<file path="src/rtl/core/wdfs_pkg.sv">
`default_nettype none

package wdfs_pkg;

    // Table geometry
    localparam int MAX_FACES  = 16;
    localparam int IDX_W      = $clog2(MAX_FACES);
    localparam int CNT_W      = $clog2(MAX_FACES + 1);
    localparam int MAX_ROUNDS = 8;
    localparam int RND_W      = $clog2(MAX_ROUNDS + 1);

    // Field and arithmetic widths
    localparam int FACE_W  = 16;
    localparam int RATE_W  = 32;
    localparam int BAL_W   = 32;
    localparam int SIZE_W  = 20;
    localparam int QUAN_W  = 24;
    localparam int TOT_W   = 36;
    localparam int PROD_W  = RATE_W + QUAN_W;
    localparam int SHARE_W = RATE_W + 17;

    localparam logic [SIZE_W-1:0]  DEFAULT_SIZE = SIZE_W'(9000);
    localparam logic [16:0]        SHARE_SCALE  = 17'd100000;

    // Register reset values
    localparam logic [QUAN_W-1:0] QUANTUM_RST  = QUAN_W'(9000);
    localparam logic [QUAN_W-1:0] CAP_RST      = QUAN_W'(100000);
    localparam logic [RATE_W-1:0] DEF_RATE_RST = RATE_W'(2000000);

    // Register indexes (paddr[3:2])
    localparam logic [1:0] REG_QUANTUM  = 2'd0;
    localparam logic [1:0] REG_CAP      = 2'd1;
    localparam logic [1:0] REG_DEF_RATE = 2'd2;
    localparam logic [1:0] REG_ERASE    = 2'd3;

    // Request types
    localparam logic [1:0] REQ_UPDATE = 2'd0;
    localparam logic [1:0] REQ_SELECT = 2'd1;
    localparam logic [1:0] REQ_TICK   = 2'd2;

    // Result status codes
    localparam logic [1:0] STS_OK   = 2'd0;
    localparam logic [1:0] STS_FULL = 2'd1;
    localparam logic [1:0] STS_NONE = 2'd2;

    // Datapath operations
    localparam logic [4:0] OP_NONE        = 5'd0;
    localparam logic [4:0] OP_LOAD        = 5'd1;
    localparam logic [4:0] OP_FIND_STEP   = 5'd2;
    localparam logic [4:0] OP_UPD_HIT     = 5'd3;
    localparam logic [4:0] OP_UPD_APPEND  = 5'd4;
    localparam logic [4:0] OP_RES_FULL    = 5'd5;
    localparam logic [4:0] OP_RES_NONE    = 5'd6;
    localparam logic [4:0] OP_RES_ONE     = 5'd7;
    localparam logic [4:0] OP_ROUND_START = 5'd8;
    localparam logic [4:0] OP_PASS_START  = 5'd9;
    localparam logic [4:0] OP_REFILL_NEXT = 5'd10;
    localparam logic [4:0] OP_MUL         = 5'd11;
    localparam logic [4:0] OP_DIV_START   = 5'd12;
    localparam logic [4:0] OP_REFILL_ADD  = 5'd13;
    localparam logic [4:0] OP_SCAN_HIT    = 5'd14;
    localparam logic [4:0] OP_SCAN_NEXT   = 5'd15;
    localparam logic [4:0] OP_TICK_STEP   = 5'd16;
    localparam logic [4:0] OP_TICK_END    = 5'd17;
    localparam logic [4:0] OP_OUT         = 5'd18;

    typedef struct packed {
        logic [4:0] op;
        logic       use_scan;
    } cmd_t;

    typedef struct packed {
        logic [1:0] req_type;
        logic       idx_end;
        logic       id_match;
        logic       count_zero;
        logic       count_one;
        logic       count_full;
        logic       scan_end;
        logic       rounds_spent;
        logic       bal_ge_cap;
        logic       scan_hit;
        logic       skipped_all;
        logic       div_done;
        logic       out_free;
    } stat_t;

endpackage

`default_nettype wire

</file>
<file path="src/rtl/core/wdfs_ctrl.sv">
`default_nettype none

module wdfs_ctrl (
    input  wire logic             aclk,
    input  wire logic             aresetn,
    input  wire logic             s_valid,
    output logic                  s_ready,
    input  wire wdfs_pkg::stat_t  stat,
    output wdfs_pkg::cmd_t        cmd
);

    localparam logic [3:0] ST_IDLE     = 4'd0;
    localparam logic [3:0] ST_DISPATCH = 4'd1;
    localparam logic [3:0] ST_FIND     = 4'd2;
    localparam logic [3:0] ST_SEL0     = 4'd3;
    localparam logic [3:0] ST_OUTER    = 4'd4;
    localparam logic [3:0] ST_REFILL   = 4'd5;
    localparam logic [3:0] ST_DIVGO    = 4'd6;
    localparam logic [3:0] ST_DIVWAIT  = 4'd7;
    localparam logic [3:0] ST_SCAN     = 4'd8;
    localparam logic [3:0] ST_TICK     = 4'd9;
    localparam logic [3:0] ST_DONE     = 4'd10;

    logic [3:0] state_reg;
    logic [3:0] state_next;

    always_ff @(posedge aclk) begin
        if (!aresetn) begin
            state_reg <= ST_IDLE;
        end else begin
            state_reg <= state_next;
        end
    end

    assign s_ready = state_reg == ST_IDLE;

    // Sequence the datapath
    always_comb begin
        state_next   = state_reg;
        cmd.op       = wdfs_pkg::OP_NONE;
        cmd.use_scan = 1'b0;
        case (state_reg)
            ST_IDLE: begin
                if (s_valid) begin
                    cmd.op     = wdfs_pkg::OP_LOAD;
                    state_next = ST_DISPATCH;
                end
            end
            ST_DISPATCH: begin
                case (stat.req_type)
                    wdfs_pkg::REQ_UPDATE: state_next = ST_FIND;
                    wdfs_pkg::REQ_SELECT: state_next = ST_SEL0;
                    wdfs_pkg::REQ_TICK:   state_next = ST_TICK;
                    default:              state_next = ST_DONE;
                endcase
            end
            ST_FIND: begin
                if (stat.idx_end) begin
                    cmd.op     = stat.count_full ? wdfs_pkg::OP_RES_FULL
                                                 : wdfs_pkg::OP_UPD_APPEND;
                    state_next = ST_DONE;
                end else if (stat.id_match) begin
                    cmd.op     = wdfs_pkg::OP_UPD_HIT;
                    state_next = ST_DONE;
                end else begin
                    cmd.op = wdfs_pkg::OP_FIND_STEP;
                end
            end
            ST_SEL0: begin
                if (stat.count_zero || (stat.count_one && stat.id_match)) begin
                    cmd.op     = wdfs_pkg::OP_RES_NONE;
                    state_next = ST_DONE;
                end else if (stat.count_one) begin
                    cmd.op     = wdfs_pkg::OP_RES_ONE;
                    state_next = ST_DONE;
                end else begin
                    state_next = ST_OUTER;
                end
            end
            ST_OUTER: begin
                if (stat.scan_end && stat.rounds_spent) begin
                    cmd.op     = wdfs_pkg::OP_RES_NONE;
                    state_next = ST_DONE;
                end else if (stat.scan_end) begin
                    cmd.op     = wdfs_pkg::OP_ROUND_START;
                    state_next = ST_REFILL;
                end else begin
                    cmd.op     = wdfs_pkg::OP_PASS_START;
                    state_next = ST_SCAN;
                end
            end
            ST_REFILL: begin
                if (stat.idx_end) begin
                    state_next = ST_SCAN;
                end else if (stat.bal_ge_cap) begin
                    cmd.op = wdfs_pkg::OP_REFILL_NEXT;
                end else begin
                    cmd.op     = wdfs_pkg::OP_MUL;
                    state_next = ST_DIVGO;
                end
            end
            ST_DIVGO: begin
                cmd.op     = wdfs_pkg::OP_DIV_START;
                state_next = ST_DIVWAIT;
            end
            ST_DIVWAIT: begin
                if (stat.div_done) begin
                    cmd.op     = wdfs_pkg::OP_REFILL_ADD;
                    state_next = ST_REFILL;
                end
            end
            ST_SCAN: begin
                cmd.use_scan = 1'b1;
                if (stat.scan_end) begin
                    if (stat.skipped_all) begin
                        cmd.op     = wdfs_pkg::OP_RES_NONE;
                        state_next = ST_DONE;
                    end else begin
                        state_next = ST_OUTER;
                    end
                end else if (stat.scan_hit) begin
                    cmd.op     = wdfs_pkg::OP_SCAN_HIT;
                    state_next = ST_DONE;
                end else begin
                    cmd.op = wdfs_pkg::OP_SCAN_NEXT;
                end
            end
            ST_TICK: begin
                if (stat.idx_end) begin
                    cmd.op     = wdfs_pkg::OP_TICK_END;
                    state_next = ST_DONE;
                end else begin
                    cmd.op = wdfs_pkg::OP_TICK_STEP;
                end
            end
            ST_DONE: begin
                if (stat.out_free) begin
                    cmd.op     = wdfs_pkg::OP_OUT;
                    state_next = ST_IDLE;
                end
            end
            default: state_next = ST_IDLE;
        endcase
    end

endmodule

`default_nettype wire

</file>
<file path="config.mk">
export PLATFORM = sky130hd
export DESIGN_NAME = wdfs_ctrl
export DESIGN_NICKNAME = d
export VERILOG_FILES = /design/src/rtl/core/wdfs_pkg.sv /design/src/rtl/core/wdfs_ctrl.sv
export SDC_FILE = /design/constraint.sdc
export NUM_CORES = 1
export LEC_CHECK = 0
export BUFFER_PORTS_ARGS = -buffer_cell sky130_fd_sc_hd__buf_4
export CAP_MARGIN = 20
export CORE_ASPECT_RATIO = 0.8
export CORE_MARGIN = 2
export CORE_UTILIZATION = 31
export CTS_BUF_LIST = sky130_fd_sc_hd__clkbuf_4
export CTS_CLUSTER_SIZE = 28
export DETAILED_ROUTE_END_ITERATION = 16
export PLACE_DENSITY_LB_ADDON = 0.15
export SLEW_MARGIN = 40
export SYNTH_ARGS = -nofsm -noshare
export SYNTH_HDL_FRONTEND = slang
export SYNTH_SLANG_ARGS = --single-unit
</file>
<file path="constraint.sdc">
create_clock -name aclk -period 1.8 [get_ports aclk]
set_input_delay 0.09 -clock aclk [delete_from_list [all_inputs] [get_ports aclk]]
set_output_delay 0.09 -clock aclk [all_outputs]
set_load 0.02 [all_outputs]
</file>
==> results of run 1 <==
-- power by group --
| part | internal, W | leakage [nW] | switching [W] | total, W |
|---|---|---|---|---|
| clock | 0.0000747 | 0.0138 | 0.0000379 | 0.000113 |
| combinational | 0.000483 | 0.391 | 0.000567 | 0.00105 |
| sequential | 0.000127 | 0.0340 | 0.0000592 | 0.000186 |
| total | 0.000684 | 0.438 | 0.000664 | 0.00135 |
-- cells in the mapped netlist (all sizes together) (4+ instances only) --
| master | n |
|---|---|
| nor3b | 5 |
| buf | 7 |
| nor2b | 5 |
| o21ai | 9 |
| dfxtp | 4 |
| nor2 | 8 |
| nor3 | 4 |
| inv | 7 |
| a21oi | 5 |
| nand2 | 11 |
| clkbuf | 4 |
-- cell usage in the layout (no fill, tap or decap), types with 2 or more instances in the layout --
cell type  instances
a21o_1             2
a21oi_1            5
a22oi_1            2
and3b_1            3
buf_4             32
clkbuf_4           3
dfxtp_2            3
ha_1               3
inv_1              6
mux2i_1            3
nand2_1           11
nand2b_1           2
nand3_1            3
nor2_1             8
nor2b_1            2
nor2b_2            3
nor3_1             3
nor3b_1            5
nor4_1             2
o21ai_0            5
o21ai_1            4
o311ai_1           3
or3b_1             2
-- layout make-up --
cell class | count | area (µm²) | share of cell area, %
Multi-Input combinational cell | 89 | 609 | 60.1
Clock buffer | 3 | 22.5 | 2.22
Timing Repair Buffer | 32 | 240 | 23.7
Tap cell | 25 | 31.3 | 3.09
Sequential cell | 4 | 83.8 | 8.27
Inverter | 7 | 26.3 | 2.59
-- logic make-up after synthesis --
kind of cell               Yosys count
muxes                                3
buffers and inverters               18
and+or+nand+nor                     54
AOI/OAI and AO/OA                   29
adders and majority gates            3
DFF                                  4
-- metal layers --
metal  global-route usage [%]  wire length, µm
met1                     23.4             1120
met2                     27.8              937
met3                     2.39              165
met4                     1.36                0
met5                        0                0
-- worst min-delay path, stage by stage --
cell	delay [ps]
buf_4	70
inv_1	60
nor2_1	100
-- worst paths after layout --
path	start	to	slack (ps)
hold / removal	aresetn	state_reg[1]	120
setup reg to reg	state_reg[3]	state_reg[0]	210
hold reg to reg	state_reg[3]	state_reg[3]	520
setup / recovery	state_reg[3]	cmd[1]	90
-- stage by stage --
step	instance area, µm²	total power [W]	hold slack [ps]	utilization, %
after floorplan	753	0.000894	252	-
after global placement	968	0.00121	360	43.4
after detailed placement	968	0.00121	378	43.4
after CTS	997	0.00133	124	44.6
after global routing	1010	0.00146	123	45.4
final	1010	0.00135	124	45.4
==> out/metrics.csv, run 1 <==
metric,value,unit
outcome,completed,
core,2230,µm²
p_leak,0.438,nW
cts-buffers-inserted,3,
start_kind,flip-flop,
min_period,1710,ps
finalClockSkew,3.01,ps
synth_nets,131,
cts_resized,2,
ys_seq_area_share,10.6,%
cp.depth,6,
postLayoutSetupSlackWorst,90.6,ps
initial_core_util,33.7,%
cts_tree,yes,
slew_headroom,79.5,%
drive_above_1_share,34.1,%
critPathSlowestCell,dfxtp_2,
final_net_count,157,
crit_arrival,1620,ps
grt_start_max_net_pins,15,
fmax,585,MHz
h-tree-depth,1,
avgSynthCellArea,6.79,µm²
gp_congestion,0.884,
timing.final.crit_share,95.0,%
holdPathStages,3,
synth_top_family_by_area,simple AND/OR/NAND/NOR gates,
crit_path_max_incr_delay,360,ps
postSynthCellCount,111,
hold_buffers,0,
dr.first_iter.drc_count,27,
clkLatencyLatePin,230,ps
synth.area.mux_share,3.99,%
die_height,48.1,µm
post-synth-top-area-cell,dfxtp_1,
grt_overflow_total,0,
rows,15,
cp_max_fo,7,
ff2ff_path_depth,5,
grt_usage,16.4,%
setup_viol_count_final,0,
routed_wl,2.22,mm
diodes,0,
synth_top_area_share,10.6,%
dieWidth,59.1,µm
dieArea,2840,µm²
io_buffers,23,
postCtsSetupBuffers,0,
grt_pass1_wl,3.51,mm
pre_cts_slack,190,ps
area_growth,34.6,%
crit_family,simple AND/OR/NAND/NOR gates,
tightestPinTransition,305,ps
largest_reg_flops,4,
grt_setup_unrepaired,no,
dpl.hpwl,1.80,mm
antenna_found_initial,0,
antenna_left,0,
synth-simple-area-share,43.9,%
ys_types,40,
synth_ff_type,dfxtp_1,
num_vias,874,
synth-xor-area-share,0,%
required,1710,ps
synth_seq_cells,4,
synth_area,753,µm²
powerDensity,1330,nW/µm²
drv_slew,0,
path_cells,"or2_1, buf_4, nor4_1, a211oi_1, o311ai_1, buf_4",
netlist_top_cells_area,"dfxtp_1 (11%), nand2_1 (5.5%), ha_1 (5.0%), nor3b_1 (5.0%), nor2b_1 (4.2%)",
ys_warn_count,0,
fillers,219,
timing.critical_path.buf_inv,2,
final_cells,160,
grt_pass1_vias,765,
vdd_drop_max,0.000468,V
synth-async-reset-ratio,0,%
worstSetupPathType,reg2out,
placedCellCount,157,
detail_route.wl_per_cell,13.9,µm
vias_per_cell,5.46,
drv_cap,0,
drc,0,
synth_edf_count,0,
crit_path_frequent_cell,buf_4,
dr.pass1.iters,5,
hold_viol,0,
synth-compound-area-share,25.6,%
pin_count,24,
clock_sinks,4,
clk_path_buf_depth,2,
synth_adder_area_share,4.98,%
path_clk_slew,40,ps
hp-class,in2reg,
cts_root_buf,clkbuf_4,
setup_tns,0,ps
end_kind,output pin,
Power figures use the tool's default switching activity.
==> inputs of run 2 (changes only) <==
--- a/config.mk
+++ b/config.mk
@@ -7,7 +7,6 @@
 export LEC_CHECK = 0
 export BUFFER_PORTS_ARGS = -buffer_cell sky130_fd_sc_hd__buf_4
 export CAP_MARGIN = 20
-export CORE_ASPECT_RATIO = 0.8
 export CORE_MARGIN = 2
 export CORE_UTILIZATION = 31
 export CTS_BUF_LIST = sky130_fd_sc_hd__clkbuf_4
==> out/metrics.csv, run 2 (synthesis gave the netlist of run 1 again) <==
metric,value,unit,change
outcome,completed,,
intPower,0.000700,W,+2.3%
hold_slack,121,ps,-3.21 ps
rows,17,,+2
start_kind,flip-flop,,
total_power,0.00139,W,+2.7%
dieArea,2840,µm²,about the same
ff2ff_path_depth,5,,unchanged
pre_cts_slack,213,ps,+22.6 ps
detail_route.wl_per_cell,14.7,µm,+6.1%
end_kind,output pin,,
fin_area,1010,µm²,unchanged
grt_pass1_vias,863,,+13%
clkPwrFrac,8.2,%,about the same
dieWidth,53.3,µm,-9.8%
required,1710,ps,about the same
clkLatencyLatePin,240,ps,about the same
comb_power_share,79.6,%,+1.7 points
swShare,49.5,%,+0.24 points
p_leak,0.441,nW,+0.52%
gp_congestion,0.855,,-3.3%
clock_sinks,4,,unchanged
hp-class,in2reg,,
clk_path_buf_depth,2,,unchanged
diodes,0,,unchanged
largest_reg_flops,4,,unchanged
initial_core_util,33.4,%,-0.32 points
slew_headroom,78.5,%,-1.0 points
cp_max_fo,6,,-1
area_growth,34.6,%,unchanged
p_seq_share,12.2,%,-1.6 points
dr.first_iter.drc_count,18,,-33%
timing.final.crit_share,94.1,%,-0.89 points
cts_tree,yes,,
drive_above_1_share,31.6,%,-2.5 points
final_cell_mix,"buf_4 (33), nand2_1 (11), nor2_1 (8)",,
fmax,591,MHz,+0.95%
num_vias,925,,+5.8%
cts-buffers-inserted,3,,unchanged
tightestPinTransition,322,ps,+16.7 ps
antenna_left,0,,unchanged
powerDensity,1370,nW/µm²,+2.7%
io_buffers,23,,unchanged
holdPathStages,3,,unchanged
finalClockSkew,0.379,ps,-2.63 ps
drv_slew,0,,unchanged
hold_viol,0,,unchanged
antenna_found_initial,0,,unchanged
postCtsSetupBuffers,0,,unchanged
vias_per_cell,5.64,,+3.3%
core,2250,µm²,+0.95%
final_net_count,158,,+0.64%
final_core_util,45.0,%,-0.43 points
crit_arrival,1600,ps,-20 ps
drc,0,,unchanged
h-tree-depth,1,,unchanged
drv_cap,0,,unchanged
path_clk_slew,40,ps,about the same
grt_pass1_wl,3.95,mm,+12%
r2r_slack,220,ps,about the same
p_switching,0.000686,W,+3.2%
grt_usage,18.9,%,+2.4 points
routed_wl,2.41,mm,+8.8%
die_height,53.3,µm,+11%
cts_root_buf,clkbuf_4,,
pin_count,24,,unchanged
vdd_drop_max,0.000487,V,+4.1%
grt_setup_unrepaired,yes,,
dpl.hpwl,1.88,mm,+4.5%
dr.pass1.iters,4,,-1
worstSetupPathType,reg2out,,
setup_viol_count_final,0,,unchanged
min_period,1690,ps,-16.0 ps
grt_overflow_total,0,,unchanged
postLayoutSetupSlackWorst,107,ps,+16.0 ps
grt_start_max_net_pins,15,,unchanged
final_common_cell,buf_4,,
post_dp_cell_area,980,µm²,+1.2%
[run 2: per-stage QoR]
| step | cells | TNS, ps |
|---|---|---|
| floorplan | 111 | 0 |
| global placement | 161 | 0 |
| detailed placement | 161 | 0 |
| CTS | 164 | 0 |
| global route | 164 | -2.41 |
| finish | 164 | 0 |
[run 2: critical path: stages, from the launching register on]
cell and delay, ps:
dfxtp_1 310, buf_4 160, nor2b_1 280, nand2_1 90
o221a_1 260, o311ai_1 80, buf_4 190
[run 2: area by class of cell]
cell class	instances	area [µm²]
Timing Repair Buffer	33	248
Multi-Input combinational cell	89	601
Fill cell	260	1240
Sequential cell	4	81.3
Tap cell	28	35.0
Inverter	7	26.3
Clock buffer	3	22.5
[run 2: routing by layer]
| layer | vias up | wire [µm] | track usage (%) | share of wire, % |
|---|---|---|---|---|
| li1 | 454 | - | - | - |
| met1 | 438 | 1110 | 24.3 | 46 |
| met2 | 29 | 1170 | 33.1 | 48 |
| met3 | 4 | 102 | 0.847 | 4.2 |
| met4 | 0 | 30 | 5.98 | 1.2 |
| met5 | - | 0 | 0 | 0 |
[run 2: path summary, 6_finish.rpt]
check               start           end
max          state_reg[3]        cmd[2]
min               aresetn  state_reg[1]
max reg2reg  state_reg[1]  state_reg[0]
min reg2reg  state_reg[0]  state_reg[0]
[run 2: what timing repair did]
action / in CTS / in global routing
hold buffers: 0 / 0
endpoints found under the hold margin: 0 / 0
resized for setup: 0 / 4
setup endpoints to repair: 0 / 4
[run 2: power by group through the flow]
stage	Sequential (W)	Combinational [W]	Clock, W
after floorplan	0.000132	0.000762	0
after global placement	0.000162	0.00109	0
after detailed placement	0.000164	0.00109	0
after CTS	0.000163	0.00109	0.000109
after global routing	0.000176	0.00121	0.000111
final	0.000168	0.00110	0.000114
==> inputs of run 3 (changes only) <==
==> constraint.sdc (replaced) <==
create_clock -name aclk -period 1.8 [get_ports aclk]
set_input_delay 0.18 -clock aclk [delete_from_list [all_inputs] [get_ports aclk]]
set_output_delay 0.18 -clock aclk [all_outputs]
set_load 0.02 [all_outputs]
==> out/metrics.csv, run 3 (synthesis gave the netlist of run 1 again) <==
metric,value,unit,change
dr.pass1.iters,4,,unchanged
core,2250,µm²,unchanged
clock_sinks,4,,unchanged
crit_family,buffers and inverters,,
crit_path_max_incr_delay,360,ps,+50 ps
timing.final.crit_share,98.7,%,+4.6 points
cts-buffers-inserted,3,,unchanged
drv_cap,0,,unchanged
vias_per_cell,5.45,,-3.4%
pin_count,24,,unchanged
start_kind,flip-flop,,
finalClockSkew,0.776,ps,+0.396 ps
diodes,0,,unchanged
largest_reg_flops,4,,unchanged
final_net_count,162,,+2.5%
die_height,53.3,µm,unchanged
routed_wl,2.31,mm,-4.4%
total_power,0.00141,W,+1.8%
dpl.hpwl,1.74,mm,-7.3%
setup_tns,0,ps,unchanged
hold_buffers,0,,unchanged
dr.first_iter.drc_count,15,,-3
setup_viol_count_final,0,,unchanged
slew_headroom,79.5,%,+0.95 points
cts_root_buf,clkbuf_4,,
dieWidth,53.3,µm,unchanged
path_clk_slew,40,ps,about the same
gp_congestion,0.874,,+2.1%
io_buffers,23,,unchanged
grt_setup_unrepaired,yes,,
grt_start_max_net_pins,20,,+5
outcome,completed,,
p_leak,0.474,nW,+7.6%
crit_path_frequent_cell,buf_4,,
final_common_cell,buf_4,,
cts_tree,yes,,
timing.critical_path.buf_inv,3,,+1
vdd_drop_max,0.000572,V,+17%
grt_usage,17.6,%,-1.3 points
fmax,563,MHz,-4.6%
final_core_util,48.4,%,+3.4 points
grt_pass1_vias,824,,-4.5%
dieArea,2840,µm²,unchanged
grt_overflow_total,0,,unchanged
hold_slack,228,ps,+107 ps
grt_pass1_wl,3.80,mm,-3.7%
hold_viol,0,,unchanged
path_cells,"buf_4, buf_4, nor3b_1, a21oi_1, o311ai_2, buf_4",,
antenna_left,0,,unchanged
tightestPinTransition,305,ps,-16.1 ps
drv_slew,0,,unchanged
critPathSlowestCell,dfxtp_4,,
antenna_found_initial,0,,unchanged
num_vias,915,,-1.1%
final_cell_mix,"buf_4 (35), nand2_1 (11), nor2_1 (8)",,
detail_route.wl_per_cell,13.7,µm,-6.7%
h-tree-depth,1,,unchanged
drive_above_1_share,37.9,%,+6.2 points
clkLatencyLatePin,240,ps,about the same
rows,17,,unchanged
min_period,1780,ps,+82.6 ps
powerDensity,1290,nW/µm²,-5.5%
end_kind,output pin,,
cp_max_fo,7,,+1
required,1620,ps,-90 ps
area_growth,44.9,%,
clk_path_buf_depth,2,,unchanged
hp-class,in2reg,,
initial_core_util,33.4,%,unchanged
crit_arrival,1600,ps,about the same
drc,0,,unchanged
worstSetupPathType,reg2out,,
==> run 3: final timing paths <==
| kind | startpoint | to | slack [ps] | cells past startpoint |
|---|---|---|---|---|
| hold reg to reg | state_reg[0] | state_reg[0] | 630 | 2 |
| hold / removal | aresetn | state_reg[0] | 230 | 3 |
| setup / recovery | state_reg[2] | cmd[4] | 20 | 6 |
| setup reg to reg | state_reg[1] | state_reg[1] | 110 | 5 |
==> run 3: layout make-up <==
class | instances | area [µm²]
fill | 234 | 1160
multi-input combinational | 89 | 633
timing repair buffer | 37 | 285
sequential | 4 | 88.8
tap | 28 | 35.0
inverter | 7 | 26.3
clock buffer | 3 | 22.5
==> run 3: routing by layer <==
metal  global-route usage, %  vias to the layer above  wire length (µm)
met2                    26.3                       36              1040
met5                       0                        -                 0
met3                       0                        4               119
met4                    5.13                        0                33
met1                    27.1                      413              1110
li1                        -                      462                 -
==> run 3: metrics by stage <==
stage	setup slack [ps]	cell area, µm²	std cells
2_1_floorplan	50.4	761	111
3_3_place_gp	99.3	1000	163
3_5_place_dp	114	1000	163
4_1_cts	5.49	1030	166
5_1_grt	-36.6	1090	168
6_report	24.1	1090	168
==> run 3: power by group <==
| part | leakage (nW) | total, W | internal [W] | switching, W |
|---|---|---|---|---|
| registers | 0.0346 | 0.000198 | 0.000130 | 0.0000676 |
| clock network | 0.0138 | 0.000113 | 0.0000747 | 0.0000387 |
| logic | 0.426 | 0.00110 | 0.000520 | 0.000579 |
| total | 0.474 | 0.00141 | 0.000725 | 0.000686 |
==> run 3: what timing repair did <==
| action | CTS | global route |
|---|---|---|
| gates resized for setup | 2 | 12 |
| buffers inserted | 0 | 2 |
| pin swaps | 0 | 1 |
| endpoints found under the setup margin | 4 | 5 |
| endpoints found under the hold margin | 0 | 0 |
==> run 3: worst register-to-register path: cells and delay by family, from the launching register on <==
family	cells	cell delay, ps
muxes	1	200
and+or+nand+nor	4	1040
DFF	1	340
